===== config.mk =====
export PLATFORM = sky130hd
export DESIGN_NAME = prh_queue
export DESIGN_NICKNAME = d
export VERILOG_FILES = /design/src/rtl/prh_pkg.sv /design/src/rtl/prh_queue.sv
export SDC_FILE = /design/constraint.sdc
export NUM_CORES = 1
export LEC_CHECK = 0
export BUFFER_PORTS_ARGS = -buffer_cell sky130_fd_sc_hd__buf_2
export CAP_MARGIN = 10
export CORE_MARGIN = 2
export CORE_UTILIZATION = 57
export CTS_CLUSTER_SIZE = 8
export DETAILED_ROUTE_END_ITERATION = 7
export PLACE_DENSITY = 0.9
export SLEW_MARGIN = 15
export SYNTH_ARGS = -nofsm -noshare
export SYNTH_HDL_FRONTEND = slang
export SYNTH_SLANG_ARGS = --single-unit

===== constraint.sdc =====
create_clock -name clk -period 2.8 [get_ports clk]
set_input_delay 0.14 -clock clk [delete_from_list [all_inputs] [get_ports clk]]
set_output_delay 0.14 -clock clk [all_outputs]
set_load 0.01 [all_outputs]

===== src/rtl/prh_pkg.sv =====
`default_nettype none
// ---------------------------------------------------------------------------
// prh_pkg: shared types and constants of the polynomial rolling hash
// modulus, barrett constant, power table and the job record passed from the
// front end through the queue to the back end
// ---------------------------------------------------------------------------
package prh_pkg;

  localparam int unsigned HASH_W = 30;
  localparam int unsigned MAG_W  = 8;

  typedef logic [HASH_W-1:0] res_t;

  // prime modulus 10^9 + 9
  localparam res_t HASH_MOD = 30'd1000000009;
  // 2^64 mod HASH_MOD, added back when the 64-bit total wraps below zero
  localparam res_t WRAP_RES = 30'd688856453;
  // byte value that gives digit zero ('a' - 1)
  localparam logic [MAG_W-1:0] DIGIT_ZERO = 8'd96;

  // barrett reduction for values below 2^60: mu = floor(2^60 / m)
  localparam logic [60:0] MU_FULL    = (61'd1 << 60) / {31'd0, HASH_MOD};
  localparam logic [30:0] BARRETT_MU = MU_FULL[30:0];

  // latency of the modular multiplier, also the lag of the power ring
  localparam int unsigned MUL_LAT = 4;
  localparam int unsigned TAB_AW  = 2;
  localparam int unsigned LAG_W   = 3;

  // 257^i mod m for the first bytes of a string, before the ring is primed
  localparam res_t POW_TAB [MUL_LAT] = '{30'd1, 30'd257, 30'd66049, 30'd16974593};
  // 257^4 mod m, one trip around the ring
  localparam res_t RING_MUL = 30'd362470365;

  localparam int unsigned QUEUE_DEPTH_DEF = 4;

  // one classified byte
  typedef struct packed {
    res_t             power;
    logic [MAG_W-1:0] mag;
    logic             neg;
    logic             last;
  } job_t;

  // control tag that rides along the back-end pipeline
  typedef struct packed {
    logic valid;
    logic neg;
    logic last;
  } tag_t;

endpackage
`default_nettype wire


===== src/rtl/prh_queue.sv =====
`default_nettype none
// ---------------------------------------------------------------------------
// prh_queue: small register queue of classified bytes
// decouples the intake from the arithmetic back end
// ---------------------------------------------------------------------------
module prh_queue import prh_pkg::*; #(
  parameter int unsigned DEPTH = QUEUE_DEPTH_DEF
) (
  input  logic clk,
  input  logic rst,
  input  logic push,
  input  job_t din,
  output logic full,
  input  logic pop,
  output job_t dout,
  output logic valid
);

  localparam int unsigned AW = (DEPTH > 1) ? $clog2(DEPTH) : 1;
  localparam int unsigned CW = $clog2(DEPTH + 1);

  job_t          slots [DEPTH];
  logic [AW-1:0] wr_ptr, wr_ptr_next;
  logic [AW-1:0] rd_ptr, rd_ptr_next;
  logic [CW-1:0] count, count_next;

  assign full  = (count == CW'(DEPTH));
  assign valid = (count != '0);
  assign dout  = slots[rd_ptr];

  always_comb begin
    wr_ptr_next = wr_ptr;
    rd_ptr_next = rd_ptr;
    if (push) begin
      wr_ptr_next = (wr_ptr == AW'(DEPTH - 1)) ? '0 : wr_ptr + 1'b1;
    end
    if (pop) begin
      rd_ptr_next = (rd_ptr == AW'(DEPTH - 1)) ? '0 : rd_ptr + 1'b1;
    end
  end

  always_comb begin
    unique case ({push, pop})
      2'b10:   count_next = count + 1'b1;
      2'b01:   count_next = count - 1'b1;
      default: count_next = count;
    endcase
  end

  always_ff @(posedge clk) begin
    if (rst) begin
      wr_ptr <= '0;
      rd_ptr <= '0;
      count  <= '0;
    end else begin
      wr_ptr <= wr_ptr_next;
      rd_ptr <= rd_ptr_next;
      count  <= count_next;
    end
  end

  always_ff @(posedge clk) begin
    if (push) begin
      slots[wr_ptr] <= din;
    end
  end

  a_no_overflow: assert property (@(posedge clk) disable iff (rst)
    !(push && full))
    else $error("push into full queue");

  a_no_underflow: assert property (@(posedge clk) disable iff (rst)
    pop |-> valid)
    else $error("pop from empty queue");

endmodule
`default_nettype wire


; ---- Yosys cells after proc, flatten, opt, wreduce, memory -nomap -nowiden
; Memories as Yosys holds them, arrays and structs flattened. A register that Yosys moved wholly into a read port is not among the register bits.
; Index checks and enable logic that the tools add are counted.
[op_classes]
n_addsub = 4
reduce_logical = 2
eq_ne = 5
muxes = 7
[op_table]
columns = op, count
row1 = 2-bit two-way mux, 4
row2 = "2-bit equality test, second input constant", 3
row3 = 3-bit one-hot mux with 2 select lines, 1
row4 = "2-bit by 1-bit adder with 2-bit output, second input constant", 2
row5 = "3-bit by 1-bit adder with 3-bit output, second input constant", 1
row6 = "3-bit equality test, second input constant", 1
row7 = 3-bit nonzero test, 1
row8 = "3-bit by 1-bit subtractor with 3-bit output, second input constant", 1
row9 = "2-bit by 1-bit equality test with 1-bit output, second input constant", 1
row10 = 1-bit two-way mux, 2
row11 = 2-bit nonzero test, 1
[totals]
mem_bits_rw = 160
memories = 1
regBits = 7
in_bits = 44
wordCells = 22
[memory_table]
columns = name, depth, width, read_ports, rd_ports_with_merged_regs, write_ports, line_no
row1 = slots, 4, 40, 1, 1, 1, prh_queue.sv:22  ; job_t slots [DEPTH];

; ---- Depth between registers and ports, before layout
[depth]
depth_word = 4
mapped_depth = 6
depth_no_buf = 6

; ---- Least setup slack after synthesis
; OpenSTA, ideal clock, no wires.
[synth_timing]
kind = flip-flop to flip-flop
from = register wr_ptr[0]
to = memory slots[3][0] (netlist bit) (enable)
stages_incl_launch_ff = 3
path_buffers = 0
setup_slack_ps = 879
setup_ps = 401
synth_period_minus_slack_ps = 1921
arrival_time_ps = 1520
path_cell_list = dfxtp_1 -> ha_1 -> and2_1
[synth_lines]
columns = item, line_no
row1 = start: declaration, prh_queue.sv:23  ; logic [AW-1:0] wr_ptr, wr_ptr_next;
row2 = start signal: assignment, prh_queue.sv:56  ; wr_ptr <= wr_ptr_next;
row3 = end: declaration, prh_queue.sv:22
; Straight into the memory's write port.

==> impl_results.md <==
* Req. time, crit path at 2660 ps
* DPL Wire Length at 6.20 mm
* CTS Buf Count at 17
* ANT cells at 0
* Max Slew Vio Count at 0
* DR WL/cell at 19.7 um
* Post-synth EDFFs at 160
* First-pass GRT wire length at 16.9 mm
* Die span in y at 109 um
* Hold_buf cts at 44
* Reg2reg end: slots[3][4]
* Finished Cell Area at 7840 um^2
* Final Hold Fails at 0
* # rows at 38
* Die area at 11,800 um^2
* Worst endpoint data arrival time at 2210 ps
* Seq pwr share at 53.0%
* Top cells by count, synth: 160 x edfxtp_1, 40 x mux4_2, 9 x dfxtp_1
* Tightest Pin Transition at 807 ps
* Largest net degree at the start of global routing at 41
* Vias in the first global route at 3,350
* Die width at 109 um
* Post-synth cell types at 18
* Skew final at 8.06 ps
* Worst-path clk slew at 70 ps
* Root Driver: clkbuf_8
* Sequential area share after synthesis at 79.7%
* # Post-CTS Setup Buffers at 0
* Top-count cell post-synth: edfxtp_1
* Worst hold endpoint: slots[0][9]
* Critical hold path startpoint: din[9]
* Antenna violations before repair at 0
* Setup TNS at 0 ps
* Io pins at 86
* Clock Power Share at 38.3%
* Max-cap violations at 0
* Comb power frac at 8.7%
* Routed Antenna Nets at 0
* Mean area per synthesized cell at 24.7 um^2
* Worst rel slew slack at 46.2%
* Synth warn at 0
* Final #Nets at 448
* # resized after CTS at 0
* Synth Flop Type: edfxtp_1
* Initial DRT Pass Iterations at 4
* Power Dens Cells at 706 nW/um^2
* Worst hold path depth at 2
* CP Capture Type: output pin
* R2R setup slack at 980 ps
* Switching share of power at 21.4%
* H-tree depth at 4
* Min-delay worst type: input pin to flip-flop
* # fillers at 614
* Clk Latency, worst-skew pair at 520 ps
* RSZ-0062 raised after global routing: false
* Clk buf depth at 2
* Final RePlAce weighted congestion at 0.700
* Reg-to-reg startpoint: wr_ptr[0]
* Area after DPL at 6840 um^2
* Post-synth top area share at 76.8%
* DRC viols at 0
* Tmin final at 2350 ps
* P_int at 0.00435 W
* Clock sink count at 169
* Crit Path Class: flip-flop to output pin
* I/O Buffers at 85
* LEAKAGE at 2.71 nW
* Post-synthesis async set-or-reset flop share at 0%
* Synth-to-layout area growth at 25.3%
* GR Overflow Total at 0
* Syn Nets at 304
* DR vias at 3,063
* Iter 0 DRT Violations at 153
* VDD IR max at 0.000350 V
* Worst Setup Start Kind: flip-flop
* Mapped cell area at 6260 um^2
* Worst Path Max Fanout at 40
* Total wire length at 10.9 mm
* Post-synthesis cell count at 253
* Status: finished clean
* Share of post-route cells with drive strength above 1 at 40.2%
* Core area at 10,800 um^2
* R2R depth at 3
* CTS tree: done
* Sw power at 0.00118 W
* Top cells by area, synth: edfxtp_1 77%, mux4_2 14%, dfxtp_1 2.9%
* All-Layer GR Usage at 20.1%
* Leading area contributor after synthesis: edfxtp_1
* # setup viols final at 0
* Via/cell ratio at 5.57
* Final period utilization at 84.0%
* Max Fclk at 425 MHz
* Initial Util at 58.0%
* FF+latch count, synth at 169
## flip-flops by register name, indices dropped and copies added (netlist names), named ones only
| register | flops |
|---|---|
| slots | 160 |
| count | 3 |
| rd_ptr | 2 |
| wr_ptr | 2 |
## routing by layer
metal	wire [um]	global-route usage, %	up-vias
met1	4270	25.4	1584
met4	140	6.59	0
met2	5750	33.8	111
met5	0	0	-
li1	-	-	1351
met3	695	6.22	17
## worst max path at each step
stage	slack (ps)	cells after the start	from	end
final	450	2	flip-flop	dout[27]
after global routing	270	2	flip-flop	dout[0]
after CTS	360	2	flip-flop	dout[0]
after detailed placement	940	2	flip-flop	dout[27]
after global placement	930	2	flip-flop	dout[27]
after floorplan	880	2	wr_ptr[0]	slots[3][0]
## power by group through the flow
stage                     Combinational (W)  Sequential [W]  Clock [W]
after detailed placement           0.000438         0.00299          0
final                              0.000482         0.00293    0.00212
after CTS                          0.000488         0.00294    0.00215
after global placement             0.000425         0.00298          0
after global routing               0.000523         0.00295    0.00226
after floorplan                    0.000290         0.00296          0
## logic make-up (layout without fill, tap and decap cells)
family | count (synthesis) | count (layout) | synth area share (%)
simple gates | 15 | 15 | 1.32
xor+xnor | 2 | 2 | 0.280
flops | 169 | 169 | 79.7
mux | 43 | 43 | 14.9
buf+inv | 13 | 170 | 2.02
fa+ha+maj | 7 | 7 | 1.52
compound gates | 4 | 4 | 0.320
## area by class of cell
type / count / area [um^2] / share of cell area (%)
clock inverter: 8 / 62.6 / 0.798
multi-input combinational: 71 / 1150 / 14.7
clock buffer: 24 / 492 / 6.27
timing repair buffer: 134 / 953 / 12.2
tap: 140 / 175 / 2.23
sequential: 169 / 4990 / 63.7
inverter: 4 / 15.0 / 0.192
## per-stage QoR
step,cells,hold slack (ps),util (%),setup slack [ps],power (W)
4_1_cts,550,339,72.6,356,0.00558
6_report,550,368,72.6,447,0.00554
2_1_floorplan,253,209,-,879,0.00325
5_1_grt,550,350,72.6,270,0.00573
3_5_place_dp,474,361,63.4,937,0.00343
3_3_place_gp,474,350,63.4,930,0.00341
## critical path, stage by stage, from the launching register on
cell	delay, ps
dfxtp_4	880
mux4_2	620
buf_2	160
## cell usage in the layout, fill, tap and decap left out, types with 2 or more instances in the layout
cell type        n
edfxtp_1       160
buf_2           85
dlygate4sd3_1   44
mux4_2          40
clkbuf_16       17
dfxtp_1          7
nor2_1           6
ha_1             6
clkinvlp_4       6
inv_1            4
and2_2           4
clkbuf_8         4
buf_12           4
nor3b_1          3
a21oi_1          3
mux2i_1          3
clkbuf_1         3
or3_1            2
Power figures use the tool's default switching activity.
