$ cat config.mk
export PLATFORM = sky130hd
export DESIGN_NAME = prh_front
export DESIGN_NICKNAME = d
export VERILOG_FILES = /design/src/rtl/prh_pkg.sv /design/src/rtl/prh_modmul.sv /design/src/rtl/prh_front.sv
export SDC_FILE = /design/constraint.sdc
export NUM_CORES = 2
export LEC_CHECK = 0
export BUFFER_PORTS_ARGS = -buffer_cell sky130_fd_sc_hd__buf_2
export CAP_MARGIN = 25
export CORE_MARGIN = 10
export CORE_UTILIZATION = 50
export CTS_BUF_LIST = sky130_fd_sc_hd__clkbuf_16
export DETAILED_ROUTE_END_ITERATION = 12
export HOLD_SLACK_MARGIN = 0.1
export PLACE_DENSITY = 0.66
export SETUP_SLACK_MARGIN = 0.15
export SKIP_CTS_REPAIR_TIMING = 1
export SLEW_MARGIN = 20
export SYNTH_ARGS = -nofsm -noshare
export SYNTH_HDL_FRONTEND = slang
export SYNTH_SLANG_ARGS = --single-unit
export TNS_END_PERCENT = 50
$ cat constraint.sdc
create_clock -name clk -period 10.5 [get_ports clk]
set_clock_uncertainty 0.05 [all_clocks]
set_input_delay 0.525 -clock clk [delete_from_list [all_inputs] [get_ports clk]]
set_output_delay 0.525 -clock clk [all_outputs]
set_load 0.01 [all_outputs]
$ cat src/rtl/prh_pkg.sv
`default_nettype none
// ---------------------------------------------------------------------------
// prh_pkg: shared types and constants of the polynomial rolling hash
// modulus, barrett constant, power table and the job record passed from the
// front end through the queue to the back end
// ---------------------------------------------------------------------------
package prh_pkg;

  localparam int unsigned HASH_W = 30;
  localparam int unsigned MAG_W  = 8;

  typedef logic [HASH_W-1:0] res_t;

  // prime modulus 10^9 + 9
  localparam res_t HASH_MOD = 30'd1000000009;
  // 2^64 mod HASH_MOD, added back when the 64-bit total wraps below zero
  localparam res_t WRAP_RES = 30'd688856453;
  // byte value that gives digit zero ('a' - 1)
  localparam logic [MAG_W-1:0] DIGIT_ZERO = 8'd96;

  // barrett reduction for values below 2^60: mu = floor(2^60 / m)
  localparam logic [60:0] MU_FULL    = (61'd1 << 60) / {31'd0, HASH_MOD};
  localparam logic [30:0] BARRETT_MU = MU_FULL[30:0];

  // latency of the modular multiplier, also the lag of the power ring
  localparam int unsigned MUL_LAT = 4;
  localparam int unsigned TAB_AW  = 2;
  localparam int unsigned LAG_W   = 3;

  // 257^i mod m for the first bytes of a string, before the ring is primed
  localparam res_t POW_TAB [MUL_LAT] = '{30'd1, 30'd257, 30'd66049, 30'd16974593};
  // 257^4 mod m, one trip around the ring
  localparam res_t RING_MUL = 30'd362470365;

  localparam int unsigned QUEUE_DEPTH_DEF = 4;

  // one classified byte
  typedef struct packed {
    res_t             power;
    logic [MAG_W-1:0] mag;
    logic             neg;
    logic             last;
  } job_t;

  // control tag that rides along the back-end pipeline
  typedef struct packed {
    logic valid;
    logic neg;
    logic last;
  } tag_t;

endpackage
`default_nettype wire

$ cat src/rtl/prh_modmul.sv
`default_nettype none
// ---------------------------------------------------------------------------
// prh_modmul: pipelined modular multiplier
// four stages: product, barrett estimate, remainder, final correction
// ---------------------------------------------------------------------------
module prh_modmul import prh_pkg::*; #(
  parameter int unsigned SIDE_W = 1
) (
  input  logic              clk,
  input  logic              rst,
  input  logic              en,
  input  res_t              a,
  input  res_t              b,
  input  logic [SIDE_W-1:0] side_in,
  output res_t              res,
  output logic [SIDE_W-1:0] side_out,
  output logic              over
);

  logic [59:0]       prod1;
  logic [30:0]       quo2;
  logic [31:0]       low2;
  logic              over2;
  logic [31:0]       rem3;
  logic              over3;
  logic [SIDE_W-1:0] side1, side2, side3;

  logic [61:0] est;
  logic [60:0] qm_prod;
  logic [31:0] rem_next;
  logic [31:0] sub1, sub2;
  res_t        res_next;

  // quotient estimate, at most two short
  assign est     = {31'd0, prod1[59:29]} * {31'd0, BARRETT_MU};
  assign qm_prod = {30'd0, quo2} * {31'd0, HASH_MOD};
  assign rem_next = low2 - qm_prod[31:0];

  assign sub1 = rem3 - {2'b00, HASH_MOD};
  assign sub2 = rem3 - {1'b0, HASH_MOD, 1'b0};

  always_comb begin
    if (rem3 >= {1'b0, HASH_MOD, 1'b0}) begin
      res_next = sub2[HASH_W-1:0];
    end else if (rem3 >= {2'b00, HASH_MOD}) begin
      res_next = sub1[HASH_W-1:0];
    end else begin
      res_next = rem3[HASH_W-1:0];
    end
  end

  always_ff @(posedge clk) begin
    if (rst) begin
      side1    <= '0;
      side2    <= '0;
      side3    <= '0;
      side_out <= '0;
    end else if (en) begin
      side1    <= side_in;
      side2    <= side1;
      side3    <= side2;
      side_out <= side3;
    end
  end

  always_ff @(posedge clk) begin
    if (en) begin
      prod1 <= {30'd0, a} * {30'd0, b};
      quo2  <= est[61:31];
      low2  <= prod1[31:0];
      over2 <= (prod1 >= {30'd0, HASH_MOD});
      rem3  <= rem_next;
      over3 <= over2;
      res   <= res_next;
      over  <= over3;
    end
  end

endmodule
`default_nettype wire

$ cat src/rtl/prh_front.sv
`default_nettype none
// ---------------------------------------------------------------------------
// prh_front: byte intake
// forms the digit sign and magnitude and the power of 257 for each byte
// ---------------------------------------------------------------------------
module prh_front import prh_pkg::*; (
  input  logic       clk,
  input  logic       rst,
  input  logic       s_tvalid,
  output logic       s_tready,
  input  logic [7:0] s_tdata,
  input  logic       s_tlast,
  input  logic       q_full,
  output logic       push,
  output job_t       job
);

  logic [LAG_W-1:0] lag;
  logic [LAG_W-1:0] lag_next;
  logic             primed;
  res_t             power;
  res_t             ring_res;
  logic             neg;

  assign s_tready = !q_full;
  assign push     = s_tvalid && s_tready;

  // first bytes of a string take the table, later ones the ring output
  assign primed = (lag >= LAG_W'(MUL_LAT));
  assign power  = primed ? ring_res : POW_TAB[lag[TAB_AW-1:0]];

  assign neg = (s_tdata < DIGIT_ZERO);

  always_comb begin
    job.power = power;
    job.neg   = neg;
    job.last  = s_tlast;
    job.mag   = neg ? (DIGIT_ZERO - s_tdata) : (s_tdata - DIGIT_ZERO);
  end

  // each lap multiplies by 257^4, so the output is the power four bytes on
  prh_modmul #(.SIDE_W(1)) u_ring (
    .clk      (clk),
    .rst      (rst),
    .en       (push),
    .a        (power),
    .b        (RING_MUL),
    .side_in  (1'b0),
    .res      (ring_res),
    .side_out (),
    .over     ()
  );

  always_comb begin
    lag_next = lag;
    priority if (push && s_tlast) begin
      lag_next = '0;
    end else if (push && !primed) begin
      lag_next = lag + 1'b1;
    end else begin
      lag_next = lag;
    end
  end

  always_ff @(posedge clk) begin
    if (rst) begin
      lag <= '0;
    end else begin
      lag <= lag_next;
    end
  end

  a_lag_range: assert property (@(posedge clk) disable iff (rst)
    lag <= LAG_W'(MUL_LAT))
    else $error("string position counter past ring lag");

  a_power_ok: assert property (@(posedge clk) disable iff (rst)
    push |-> (power != '0) && (power < HASH_MOD))
    else $error("power of 257 out of range");

endmodule
`default_nettype wire

# After elaboration in Yosys (flattened, before gate mapping)

Cells that the tools add are included.

Word-level logic and storage cells: 34
Flip-flop bits (word level): 188

$mul: 3
Mux-type cells: 7
Reductions and logical operators: 6
Add/sub/neg operators: 6
Order comparisons: 5
Bitwise operators: 1

Operators with widths:

| cell                   | count |
|---|---|
| $mux 30                | 5 |
| $mul 31x30->61 const B | 1 |
| $bmux 30 s2            | 1 |
| $sub 30x30->30 const B | 2 |
| $mul 30x29->59 const B | 1 |
| $ge 32x30->1 const B   | 1 |
| $ge 32x31->1 const B   | 1 |
| $mul 31x30->32 const B | 1 |
| $sub 32x32->32         | 1 |
| $lt 8x7->1 const B     | 1 |
| $mux 8                 | 1 |
| $sub 7x8->8 const A    | 1 |
| $sub 8x7->8 const B    | 1 |
| $ge 3x3->1 const B     | 2 |
| $add 3x1->3 const B    | 1 |
| $logic_and 1x1->1      | 3 |
| $not 2->3              | 1 |
| $logic_not 1->1        | 2 |
| $reduce_or 2->1        | 1 |

# Logic depth before layout (Yosys ltp)

Word-level depth: 6
Depth in mapped cells: 31
Gate-level depth less buffers: 30

# Cells and area by module

Synthesis repeated with hierarchy kept, for this count alone.

Cell total of the unflattened synthesis: 6213
Area, all modules: 60875.9 µm²

Modules (own cells, without submodules):

| module     | sequential area each (µm²) | times used | cells each | area an instance (µm²) |
|---|---|---|---|---|
| prh_modmul | 5725.5                     | 1          | 6120       | 60281.6 |
| prh_front  | 60.1                       | 1          | 93         | 594.3 |

# Worst setup path after synthesis

OpenSTA, ideal clock, no wires.

Kind: input port to flip-flop
From: input port q_full
To: register lag[1]
Stages: 4
Arrival time: 10.660 ns
Slack: -0.341 ns
Path buffers: 0
Required time: 10.319 ns
Cells stage by stage: nor2b_1 > o21ai_0 > a32oi_1 > nor2_1

Word-level cells in the longest chain between the ends: 4
Elaborated cells between the ends (all ways): 5

RTL lines:

| what                      | line            | RTL |
|---|---|---|
| start, declared           | prh_front.sv:13 | `input logic q_full,` |
| $logic_not 1->1 (*)       | prh_front.sv:25 | `assign s_tready = !q_full;` |
| $logic_and 1x1->1 (*)     | prh_front.sv:26 | `assign push = s_tvalid && s_tready;` |
| $logic_and 1x1->1         | prh_front.sv:56 | `priority if (push && s_tlast) begin` |
| $reduce_or 2->1 (no line) | n/a             |  |
| end signal, assigned      | prh_front.sv:69 | `lag <= lag_next;` |
| end, declared             | prh_front.sv:18 | `logic [LAG_W-1:0] lag;` |

Mark *: on every way between the ends. The rest lies on a longest branch, timed or not.
A chain may end at the register's enable or synchronous reset.

# Worst setup path after layout

From: register lag[2]
To: register u_ring.prod1[43] (data pin)

Word-level cells in the longest chain between the ends: 3

RTL lines:

| what                 | line             | RTL |
|---|---|---|
| $ge 3x3->1           | prh_front.sv:29  | `assign primed = (lag >= LAG_W'(MUL_LAT));` |
| $mux 30              | prh_front.sv:30  | `assign power = primed ? ring_res : POW_TAB[lag[TAB_AW-1:0]];` |
| $mul 30x29->59       | prh_modmul.sv:68 | `prod1 <= {30'd0, a} * {30'd0, b};` |
| end signal, assigned | prh_modmul.sv:68 |  |
| end, declared        | prh_modmul.sv:20 | `logic [59:0] prod1;` |

No other way between the ends.

==> results_dict.tcl <==
set metrics [dict create \
    outcome "finished, final reports clean" \
    period_needed_ps 8873 \
    cts_tree "built" \
    post_synth_num_cell_types 69 \
    crit_top_cell "fa_1" \
    min_path_type "in2reg" \
    setup_tns_ps 0 \
    fmax_mhz 112.7 \
    timing.max_cap.violations 0 \
    setup_violations 0 \
    wl_per_cell_um 19.77 \
    slew_violations 0 \
    finalCritPeriodShare 0.8451 \
    crit_type "reg2reg" \
    worstSkewPairLatency_ps 490 \
    drt-vias-per-instance 5.221 \
    fin_util 0.5290 \
    cp_data_required_time_ps 10670 \
    initial_core_util 0.5023 \
    critPathMaxFanout 35 \
    syn-num-nets 6250 \
    ant_nets 0 \
    rows 112 \
    portBuffers 54 \
    syn_to_final_growth_pct 5.305 \
    cts.clk_slew.worst_paths_ps 80 \
    postSynth.asyncResetShare 0 \
    cts.sinks 187 \
    r2r_slack_ps 1630 \
    cts-buffers-inserted 17 \
    postSynthCellCount 4407 \
    hpwlAfterDp_um 101700 \
    synth-seq-cells 187 \
    cp-end-kind "register" \
    die_area_sq_um 106000 \
    core_area_sq_um 92910 \
    final_nets 6309 \
    grt_pass1_wl_um 182700 \
    syn_area_per_cell_sq_um 10.59 \
    firstDrtPassIters 6 \
    num_vias 29934 \
    yosysWarnings 0 \
    clock_tree.root_cell "clkbuf_16" \
    cp_slowest_cell "fa_1" \
    dp_slack_ps 1621 \
    synth_edf_count 184 \
    yosysSeqAreaShare 0.1197 \
    drc 0 \
    timing.slew.headroom 0.4288 \
    antenna_found_initial 1 \
    antenna_cells 0 \
    cts_max_level 4 \
    place.gp.congestion 0.9901 \
    grt_setup_unrepaired "false" \
    start_kind "register" \
    drt_iter0_drc 1841 \
    die_w_um 325.5 \
    final_cell_mix "inv_1 (1360), ha_1 (940), fa_1 (890)" \
    final_hold_viol_count 0 \
    worst_pin_slew_ps 856.7 \
    grt_max_degree 65 \
    worstPathArrival_ps 9040 \
    layout.cells.most_common "inv_1" \
    die_y_um 325.5 \
    whs_ps 236.0 \
    layout-drive-gt1-share 0.02835 \
    wirelength_um 113400 \
    grt_pass1_vias 32577 \
    critPathMaxStageDelay_ps 590 \
    fin_ws_ps 1627 \
    clk_path_buf_depth 2 \
    synth_flop_cell "edfxtp_1" \
    grt_usage 0.2215 \
    overflow 0 \
    nFillCells 8157 \
    ios 55 \
    syn_area_sq_um 46670 \
]
cells by family after synthesis:
group | synth area share
buf+inv | 0.1126
mux | 0.0004289
fa+ha+maj | 0.6340
simple gates | 0.03635
compound gates | 0.06203
flops | 0.1197
xor+xnor | 0.03490
synth_stat cells, drive strengths merged (16+ instances only):
| cell | count | share of area |
|---|---|---|
| nand2 | 105 | 0.0084 |
| o21bai | 20 | 0.0032 |
| xnor2 | 131 | 0.025 |
| a31oi | 16 | 0.0023 |
| a211oi | 18 | 0.0029 |
| o21a | 21 | 0.0034 |
| clkbuf | 28 | 0.0023 |
| edfxtp | 184 | 0.12 |
| fa | 890 | 0.38 |
| a21oi | 143 | 0.015 |
| nor3 | 20 | 0.0021 |
| nor2 | 98 | 0.0079 |
| xor2 | 55 | 0.010 |
| inv | 1360 | 0.11 |
| a21o | 56 | 0.0090 |
| nand2b | 23 | 0.0031 |
| o21ai | 86 | 0.0093 |
| ha | 940 | 0.25 |
| nand4 | 22 | 0.0029 |
| o211ai | 16 | 0.0026 |
| nand3 | 30 | 0.0032 |
worst paths after layout:
check / startpoint / end / depth (start not counted)
worst max register to register: lag[2] / u_ring.prod1[43] / 28
worst min register to register: u_ring.prod1[16] / u_ring.low2[16] / 0
worst min-delay path: rst / lag[2] / 2
worst max-delay path: lag[2] / u_ring.prod1[43] / 28
state kept, by name, indices dropped and copies added (netlist names):
name	flops
u_ring.prod1	59
u_ring.low2	32
u_ring.rem3	32
u_ring.quo2	31
u_ring.res	30
lag	3
critical path, delay by kind of cell (launching register included):
family	cells	cell delay [ps]
DFF	1	320
adders and majority gates	9	4310
xor gates and xnor gates	1	130
buffers and inverters	6	890
AOI/OAI and AO/OA	11	2760
and+or+nand+nor	1	120
routing by layer:
layer  wire [um]  vias to the layer above  GRT usage
li1            -                    13894          -
met1       49890                    15028     0.3024
met2       52100                      820     0.3534
met3        6732                      192    0.03457
met4        4647                        0    0.08361
met5           0                        -          0
final cells by class:
type / count / area, sq um / area share
Clock buffer: 17 / 425.4 / 0.008656
Clock inverter: 15 / 198.9 / 0.004048
Inverter: 1360 / 5105 / 0.1039
Multi-Input combinational cell: 2825 / 35840 / 0.7292
Sequential cell: 187 / 5585 / 0.1136
Tap cell: 1254 / 1569 / 0.03192
Timing Repair Buffer: 75 / 427.9 / 0.008706
through the flow:
step	cells	instance area, sq um
after floorplan	4407	46670
after global placement	5701	48520
after detailed placement	5701	48520
after CTS	5733	49150
after global routing	5733	49150
final	5733	49150
Power is left out: the tool's default activity adds up to more than one toggle a clock period on the data nets, which glitch-free logic cannot reach.
