==> src/rtl/prh_pkg.sv <==
`default_nettype none
// ---------------------------------------------------------------------------
// prh_pkg: shared types and constants of the polynomial rolling hash
// modulus, barrett constant, power table and the job record passed from the
// front end through the queue to the back end
// ---------------------------------------------------------------------------
package prh_pkg;

  localparam int unsigned HASH_W = 30;
  localparam int unsigned MAG_W  = 8;

  typedef logic [HASH_W-1:0] res_t;

  // prime modulus 10^9 + 9
  localparam res_t HASH_MOD = 30'd1000000009;
  // 2^64 mod HASH_MOD, added back when the 64-bit total wraps below zero
  localparam res_t WRAP_RES = 30'd688856453;
  // byte value that gives digit zero ('a' - 1)
  localparam logic [MAG_W-1:0] DIGIT_ZERO = 8'd96;

  // barrett reduction for values below 2^60: mu = floor(2^60 / m)
  localparam logic [60:0] MU_FULL    = (61'd1 << 60) / {31'd0, HASH_MOD};
  localparam logic [30:0] BARRETT_MU = MU_FULL[30:0];

  // latency of the modular multiplier, also the lag of the power ring
  localparam int unsigned MUL_LAT = 4;
  localparam int unsigned TAB_AW  = 2;
  localparam int unsigned LAG_W   = 3;

  // 257^i mod m for the first bytes of a string, before the ring is primed
  localparam res_t POW_TAB [MUL_LAT] = '{30'd1, 30'd257, 30'd66049, 30'd16974593};
  // 257^4 mod m, one trip around the ring
  localparam res_t RING_MUL = 30'd362470365;

  localparam int unsigned QUEUE_DEPTH_DEF = 4;

  // one classified byte
  typedef struct packed {
    res_t             power;
    logic [MAG_W-1:0] mag;
    logic             neg;
    logic             last;
  } job_t;

  // control tag that rides along the back-end pipeline
  typedef struct packed {
    logic valid;
    logic neg;
    logic last;
  } tag_t;

endpackage
`default_nettype wire

==> src/rtl/prh_modmul.sv <==
`default_nettype none
// ---------------------------------------------------------------------------
// prh_modmul: pipelined modular multiplier
// four stages: product, barrett estimate, remainder, final correction
// ---------------------------------------------------------------------------
module prh_modmul import prh_pkg::*; #(
  parameter int unsigned SIDE_W = 1
) (
  input  logic              clk,
  input  logic              rst,
  input  logic              en,
  input  res_t              a,
  input  res_t              b,
  input  logic [SIDE_W-1:0] side_in,
  output res_t              res,
  output logic [SIDE_W-1:0] side_out,
  output logic              over
);

  logic [59:0]       prod1;
  logic [30:0]       quo2;
  logic [31:0]       low2;
  logic              over2;
  logic [31:0]       rem3;
  logic              over3;
  logic [SIDE_W-1:0] side1, side2, side3;

  logic [61:0] est;
  logic [60:0] qm_prod;
  logic [31:0] rem_next;
  logic [31:0] sub1, sub2;
  res_t        res_next;

  // quotient estimate, at most two short
  assign est     = {31'd0, prod1[59:29]} * {31'd0, BARRETT_MU};
  assign qm_prod = {30'd0, quo2} * {31'd0, HASH_MOD};
  assign rem_next = low2 - qm_prod[31:0];

  assign sub1 = rem3 - {2'b00, HASH_MOD};
  assign sub2 = rem3 - {1'b0, HASH_MOD, 1'b0};

  always_comb begin
    if (rem3 >= {1'b0, HASH_MOD, 1'b0}) begin
      res_next = sub2[HASH_W-1:0];
    end else if (rem3 >= {2'b00, HASH_MOD}) begin
      res_next = sub1[HASH_W-1:0];
    end else begin
      res_next = rem3[HASH_W-1:0];
    end
  end

  always_ff @(posedge clk) begin
    if (rst) begin
      side1    <= '0;
      side2    <= '0;
      side3    <= '0;
      side_out <= '0;
    end else if (en) begin
      side1    <= side_in;
      side2    <= side1;
      side3    <= side2;
      side_out <= side3;
    end
  end

  always_ff @(posedge clk) begin
    if (en) begin
      prod1 <= {30'd0, a} * {30'd0, b};
      quo2  <= est[61:31];
      low2  <= prod1[31:0];
      over2 <= (prod1 >= {30'd0, HASH_MOD});
      rem3  <= rem_next;
      over3 <= over2;
      res   <= res_next;
      over  <= over3;
    end
  end

endmodule
`default_nettype wire

==> src/rtl/prh_back.sv <==
`default_nettype none
// ---------------------------------------------------------------------------
// prh_back: arithmetic back end
// digit times power mod m, wrap correction, running sum and result register
// ---------------------------------------------------------------------------
module prh_back import prh_pkg::*; (
  input  logic clk,
  input  logic rst,
  input  logic q_valid,
  input  job_t q_job,
  output logic pop,
  output logic out_valid,
  input  logic out_ready,
  output res_t hash
);

  localparam int unsigned TAG_W = $bits(tag_t);

  logic en;
  tag_t tag_in, tag4, tag5;
  res_t qm4;
  logic over4;

  // stage 5 values
  res_t qr5, qk5, qm5;
  logic over5;

  // combinational
  res_t        qr;
  logic [30:0] qk_sum, qk_sub;
  res_t        qk;
  logic        wrap;
  logic [30:0] acc_sum, acc_sub;
  res_t        sum_next;
  res_t        sum;

  // the whole back end moves together, held only by a full result register
  assign en  = !out_valid || out_ready;
  assign pop = en && q_valid;

  always_comb begin
    tag_in.valid = q_valid;
    tag_in.neg   = q_job.neg;
    tag_in.last  = q_job.last;
  end

  prh_modmul #(.SIDE_W(TAG_W)) u_mul (
    .clk      (clk),
    .rst      (rst),
    .en       (en),
    .a        (q_job.power),
    .b        ({{(HASH_W - MAG_W){1'b0}}, q_job.mag}),
    .side_in  (tag_in),
    .res      (qm4),
    .side_out (tag4),
    .over     (over4)
  );

  // signed term mod m, and the same plus 2^64 mod m
  always_comb begin
    if (tag4.neg && (qm4 != '0)) begin
      qr = HASH_MOD - qm4;
    end else begin
      qr = qm4;
    end
    qk_sum = {1'b0, qr} + {1'b0, WRAP_RES};
    qk_sub = qk_sum - {1'b0, HASH_MOD};
    qk     = (qk_sum >= {1'b0, HASH_MOD}) ? qk_sub[HASH_W-1:0] : qk_sum[HASH_W-1:0];
  end

  // running sum loop: the 64-bit total wraps when the magnitude beats the sum
  always_comb begin
    wrap     = tag5.neg && (over5 || (sum < qm5));
    acc_sum  = {1'b0, sum} + {1'b0, (wrap ? qk5 : qr5)};
    acc_sub  = acc_sum - {1'b0, HASH_MOD};
    sum_next = (acc_sum >= {1'b0, HASH_MOD}) ? acc_sub[HASH_W-1:0] : acc_sum[HASH_W-1:0];
  end

  always_ff @(posedge clk) begin
    if (rst) begin
      tag5      <= '0;
      sum       <= '0;
      out_valid <= 1'b0;
    end else if (en) begin
      tag5      <= tag4;
      out_valid <= tag5.valid && tag5.last;
      if (tag5.valid) begin
        sum <= tag5.last ? '0 : sum_next;
      end
    end
  end

  always_ff @(posedge clk) begin
    if (en) begin
      qr5   <= qr;
      qk5   <= qk;
      qm5   <= qm4;
      over5 <= over4;
      if (tag5.valid && tag5.last) begin
        hash <= sum_next;
      end
    end
  end

  a_sum_reduced: assert property (@(posedge clk) disable iff (rst)
    sum < HASH_MOD)
    else $error("running sum not reduced");

  a_hash_reduced: assert property (@(posedge clk) disable iff (rst)
    out_valid |-> hash < HASH_MOD)
    else $error("hash not reduced");

endmodule
`default_nettype wire

==> config.mk <==
export PLATFORM = sky130hd
export DESIGN_NAME = prh_back
export DESIGN_NICKNAME = d
export VERILOG_FILES = /design/src/rtl/prh_pkg.sv /design/src/rtl/prh_modmul.sv /design/src/rtl/prh_back.sv
export SDC_FILE = /design/constraint.sdc
export NUM_CORES = 2
export LEC_CHECK = 0
export ABC_AREA = 1
export BUFFER_PORTS_ARGS = -buffer_cell sky130_fd_sc_hd__buf_2
export CORE_ASPECT_RATIO = 0.6
export CORE_UTILIZATION = 55
export CTS_BUF_LIST = sky130_fd_sc_hd__clkbuf_8 sky130_fd_sc_hd__clkbuf_16
export CTS_CLUSTER_SIZE = 8
export DETAILED_ROUTE_END_ITERATION = 8
export HOLD_SLACK_MARGIN = 0.05
export MAX_ROUTING_LAYER = met4
export PLACE_DENSITY = 0.81
export RECOVER_POWER = 100
export SLEW_MARGIN = 20
export SYNTH_ARGS = -nofsm -noshare
export SYNTH_HDL_FRONTEND = slang
export SYNTH_SLANG_ARGS = --single-unit
==> constraint.sdc <==
create_clock -name clk -period 7.9 [get_ports clk]
set_clock_uncertainty 0.15 [all_clocks]
set_input_delay 0.395 -clock clk [delete_from_list [all_inputs] [get_ports clk]]
set_output_delay 0.395 -clock clk [all_outputs]
set_load 0.005 [all_outputs]
---- After elaboration in Yosys (flattened, before gate mapping) ----
Cells that the tools add are included.
word-level totals
  bits in registers ....................... 355
  input port bits ......................... 44
  output and inout bits ................... 32
  logic and storage cells ................. 56
cells by class
  $add $sub $neg .......................... 8
  multipliers ............................. 3
  order comparisons ....................... 6
  muxes and demuxes ....................... 7
  reductions and logical operators ........ 10
operator list
  cell                    number
  $mux 30                 7
  $sub 30x30->30 const B  4
  $ge 31x30->1 const B    2
  $mul 31x30->61 const B  1
  $ge 60x30->1 const B    1
  $mul 30x8->38           1
  $ge 32x30->1 const B    1
  $ge 32x31->1 const B    1
  $mul 31x30->32 const B  1
  $sub 32x32->32          1
  $add 30x30->31          1
  $add 30x30->31 const B  1
  $lt 30x30->1            1
  $reduce_bool 30->1      1
  $sub 30x30->30 const A  1
  $logic_and 1x1->1       4
  $reduce_and 2->1        2
  $logic_or 1x1->1        2
  $logic_not 1->1         1

---- Depth between registers and ports, before layout ----
  depth in word-level cells ............... 8
  depth in mapped cells ................... 37
  depth with buffers taken out ............ 36

---- By module ----
A second synthesis with hierarchy kept.
unflattened totals
  cell total of the unflattened synthesis .. 10,102
  area, all modules ....................... 79,432.4 µm²
by module, submodules not included
  module      instances  cells each  area each (µm²)  sequential area each (µm²)
  prh_modmul  1          8,057       65,863.2         5,885.6
  prh_back    1          2,045       13,569.3         4,284.1

---- Worst setup path before layout ----
OpenSTA, ideal clock, no wires.
  path type ............................... in2reg
  start ................................... in out_ready
  end ..................................... reg tag5[1] (netlist bit)
  library setup time ...................... 0.472 ns
  arrival time ............................ 7.409 ns
  data required time ...................... 7.278 ns
  slack ................................... -0.131 ns
  stages on the path ...................... 4
  path buffers ............................ 1
  path through ............................ nor2_1 -> clkinv_1 -> clkbuf_1 -> a211oi_1
on the way
  longest elaborated chain between the ends .. 1
RTL lines
  item                    line            text
  start: declaration      prh_back.sv:13  input logic out_ready,
  $logic_or 1x1->1        prh_back.sv:38  assign en = !out_valid || out_ready;
  end signal: assignment  prh_back.sv:85  tag5 <= tag4;
  end: declaration        prh_back.sv:20  tag_t tag_in, tag4, tag5;
Every way passes these cells.
A chain may end at the register's enable or synchronous reset.

---- Final worst setup path ----
  start ................................... reg qm5[3]
  end ..................................... reg sum[0]
on the way
  longest elaborated chain between the ends .. 8
  elaborated cells on any way between the ends .. 9
  those cells by class .................... add/sub (2); order compare (2); mux (3); reduce/logical (2)
RTL lines
  item                                                   line                            text
  start: declaration                                     prh_back.sv:25                  res_t qr5, qk5, qm5;
  start signal: assignment                               prh_back.sv:97                  qm5 <= qm4;
  $lt 30x30->1 (*)                                       prh_back.sv:73                  wrap = tag5.neg && (over5 || (sum < qm5));
  $logic_or 1x1->1 (*)                                   prh_back.sv:73
  $logic_and 1x1->1 (*)                                  prh_back.sv:73
  $mux 30 (*)                                            prh_back.sv:74                  acc_sum = {1'b0, sum} + {1'b0, (wrap ? qk5 : qr5)};
  $add 30x30->31 (*)                                     prh_back.sv:74
  $sub 30x30->30 / $ge 31x30->1 (equally long branches)  prh_back.sv:75, prh_back.sv:76
  $mux 30 (*)                                            prh_back.sv:76                  sum_next = (acc_sum >= {1'b0, HASH_MOD}) ? acc_sub[HASH_W-1:0] : acc_sum[HASH_W-1:0];
  named net sum_next[0]                                  prh_back.sv:34                  res_t sum_next;
  $mux 30 (*)                                            prh_back.sv:88                  sum <= tag5.last ? '0 : sum_next;
  end signal: assignment                                 prh_back.sv:88
  end: declaration                                       prh_back.sv:35                  res_t sum;
The timed path passes the listed nets; every way through them passes the cells marked *.

==> impl_metrics.json <==
{
  "rsz0062_at_grt": "false",
  "port_buffers": 75,
  "setup-violations-final": 0,
  "crit_slowest_cell": "fa_1",
  "cp_common_cell": "nand2_1",
  "synth_most_common_cell": "nand2_1",
  "finalHoldViolations": 0,
  "cts_tree": "built",
  "syn-num-nets": 5719,
  "drtAntennaViolNets": 0,
  "via_per_inst": 5.549,
  "drtIter0Drc": 4006,
  "ys_seq_area_frac": 0.2294,
  "htreeDepth": 2,
  "synthToLayoutAreaGrowth_pct": 6.174,
  "dieHeight_um": 207.8,
  "drv_cap": 4,
  "synth-seq-cells": 312,
  "synth_common_cells": "nand2_1 (1113), inv_1 (988), ha_1 (560), fa_1 (320), nor2_1 (294)",
  "cp-start-kind": "flop",
  "wl_um": 103000,
  "worstPathRequired_ns": 8.28,
  "antenna_found_initial": 1,
  "yosysTopAreaCellShare": 0.2057,
  "crit_type": "reg -> reg",
  "drc": 0,
  "violations": "capacitance limit, slew limit",
  "ys.warnings.count": 0,
  "num_rows": 75,
  "hold_depth": 4,
  "max_slew_margin": -2.263,
  "placeableCoreArea_mm2": 0.06982,
  "hold_class": "in -> reg",
  "cts_root_buf": "clkbuf_16",
  "synthCells": 4795,
  "hp-start": "q_job[11]",
  "grt_max_degree": 127,
  "grt_first_pass_wirelength_um": 166600,
  "final_nets": 5760,
  "ys.flop_type": "edfxtp_1",
  "routedWlPerCell_um": 17.82,
  "cts_buffer_depth": 3,
  "ff2ff_path_depth": 31,
  "ys_async_sr_fraction": 0,
  "final.min_clock_period_ns": 7.361,
  "clock_latency_ns": 0.62,
  "max_stage_delay_ns": 0.57,
  "cts_sinks": 312,
  "synthTopCellsByArea": "edfxtp_1 (21%), ha_1 (18%), fa_1 (16%)",
  "synth_edf_count": 266,
  "worstReg2RegStart": "qm5[3]",
  "io_pins": 76,
  "grt_pass1_vias": 30800,
  "drv_slew": 289,
  "track_usage": 0.3007,
  "r2r-end": "sum[0]",
  "netlist_area_mm2": 0.03883,
  "grt_overflow_total": 0,
  "path_clk_slew_ns": 0.05,
  "worst_setup_path_end_kind": "flop",
  "gp_congestion": 1.087,
  "min_to": "u_mul.prod1[1]",
  "r2r_slack_ns": 0.54,
  "final_layout_size_suffix_gt1_frac": 0.04919,
  "cp.arrival_ns": 7.74,
  "cp_max_fo": 41,
  "fmaxAchievable_mhz": 135.8,
  "routed-via-count": 32100,
  "post_cts_buffers": 0,
  "worstMarginPinSlew_ns": 4.894,
  "syn_area_per_cell_um2": 8.098,
  "cts_buffers": 45,
  "yosysTopAreaCell": "edfxtp_1",
  "synth_cell_type_count": 64,
  "drt-pass1-iter-count": 8,
  "initial_core_util": 0.5562,
  "min_period_over_period": 0.9318,
  "status": "complete, but fails checks",
  "fin_setup_tns_ns": 0,
  "dpl.hpwl_um": 83900,
  "die_area_mm2": 0.07170,
  "die_w_um": 345.0
}
area by class of cell:
cell class / count / area [um^2]
Fill cell: 6141 / 28590
Timing Repair Buffer: 94 / 503.0
Sequential cell: 312 / 8909
Antenna cell: 1 / 2.502
Clock buffer: 45 / 1126
Clock inverter: 25 / 163.9
Tap cell: 924 / 1156
Inverter: 1004 / 3769
Multi-Input combinational cell: 3379 / 25600
kinds of logic after synthesis:
logic type                 synth area share
AOI/OAI and AO/OA                   0.07211
xor gates and xnor gates            0.04150
adders and majority gates            0.3454
buffers and inverters                0.1100
DFF                                  0.2294
muxes                              0.008410
and+or+nand+nor                      0.1931
layer usage:
metal	vias up	track usage	share of wire
met5	-	-	0
met4	0	0.03525	0.0091
met3	102	0.08342	0.13
met2	1569	0.3817	0.37
met1	15150	0.4751	0.49
li1	15280	-	-
per-stage QoR:
stage	instance area [um^2]	hold WS [ns]	cells	setup WS (ns)	utilization
after floorplan	38830	0.2503	4795	1.985	-
after global placement	40000	0.2510	5709	0.6533	0.5729
after detailed placement	40000	0.2566	5709	0.4241	0.5729
after CTS	41330	0.08472	5783	0.3544	0.5919
after global routing	41230	0.2080	5784	0.07762	0.5905
final	41230	0.2033	5784	0.5389	0.5905
what timing repair did:
| item | CTS | global route |
|---|---|---|
| hold buffers | 4 | 0 |
| setup endpoints to repair | 0 | 56 |
| endpoints found under the hold margin | 4 | 0 |
| resized for setup | 0 | 4 |
how the worst max path moves through the flow:
stage	start	end	slack (ns)	cells past startpoint
2_1_floorplan	u_mul.quo2[0]	u_mul.rem3[28]	1.98	22
3_3_place_gp	qm5[3]	sum[7]	0.65	33
3_5_place_dp	qm5[3]	sum[0]	0.42	29
4_1_cts	qm5[3]	sum[0]	0.35	29
5_1_grt	qm5[3]	sum[5]	0.08	32
6_report	qm5[3]	sum[0]	0.54	31
state kept, by name, summed over array words and instances (netlist names), 11 cells and up:
name and cells:
sum 30, u_mul.quo2 11, u_mul.res 30, hash 30, u_mul.prod1 38, u_mul.rem3 32
qm5 29, u_mul.low2 32, qr5 30, qk5 30
critical path, delay by kind of cell, from the launching register on:
kind,cells,cell delay [ns]
and+or+nand+nor,13,2.23
muxes,1,0.34
adders and majority gates,3,1.17
buffers and inverters,3,0.50
xor gates and xnor gates,2,0.45
AOI/OAI and AO/OA,9,2.06
DFF,1,0.31
cells in the final DEF (no fill, tap or decap), types with 23 or more instances in the layout:
| cell type | instances |
|---|---|
| xnor2_1 | 50 |
| inv_1 | 1009 |
| edfxtp_1 | 266 |
| nand2_1 | 1127 |
| a21oi_1 | 233 |
| mux2_2 | 29 |
| xor2_1 | 134 |
| nand4_1 | 44 |
| buf_2 | 61 |
| nor2_1 | 295 |
| nor3_1 | 33 |
| clkbuf_16 | 45 |
| dfxtp_1 | 46 |
| ha_1 | 560 |
| nand3_1 | 206 |
| fa_1 | 320 |
| nand2_2 | 23 |
| o21ai_0 | 134 |
Power is not shown: default switching activity piles up to over one toggle a cycle in this logic, so the estimate is an artifact.
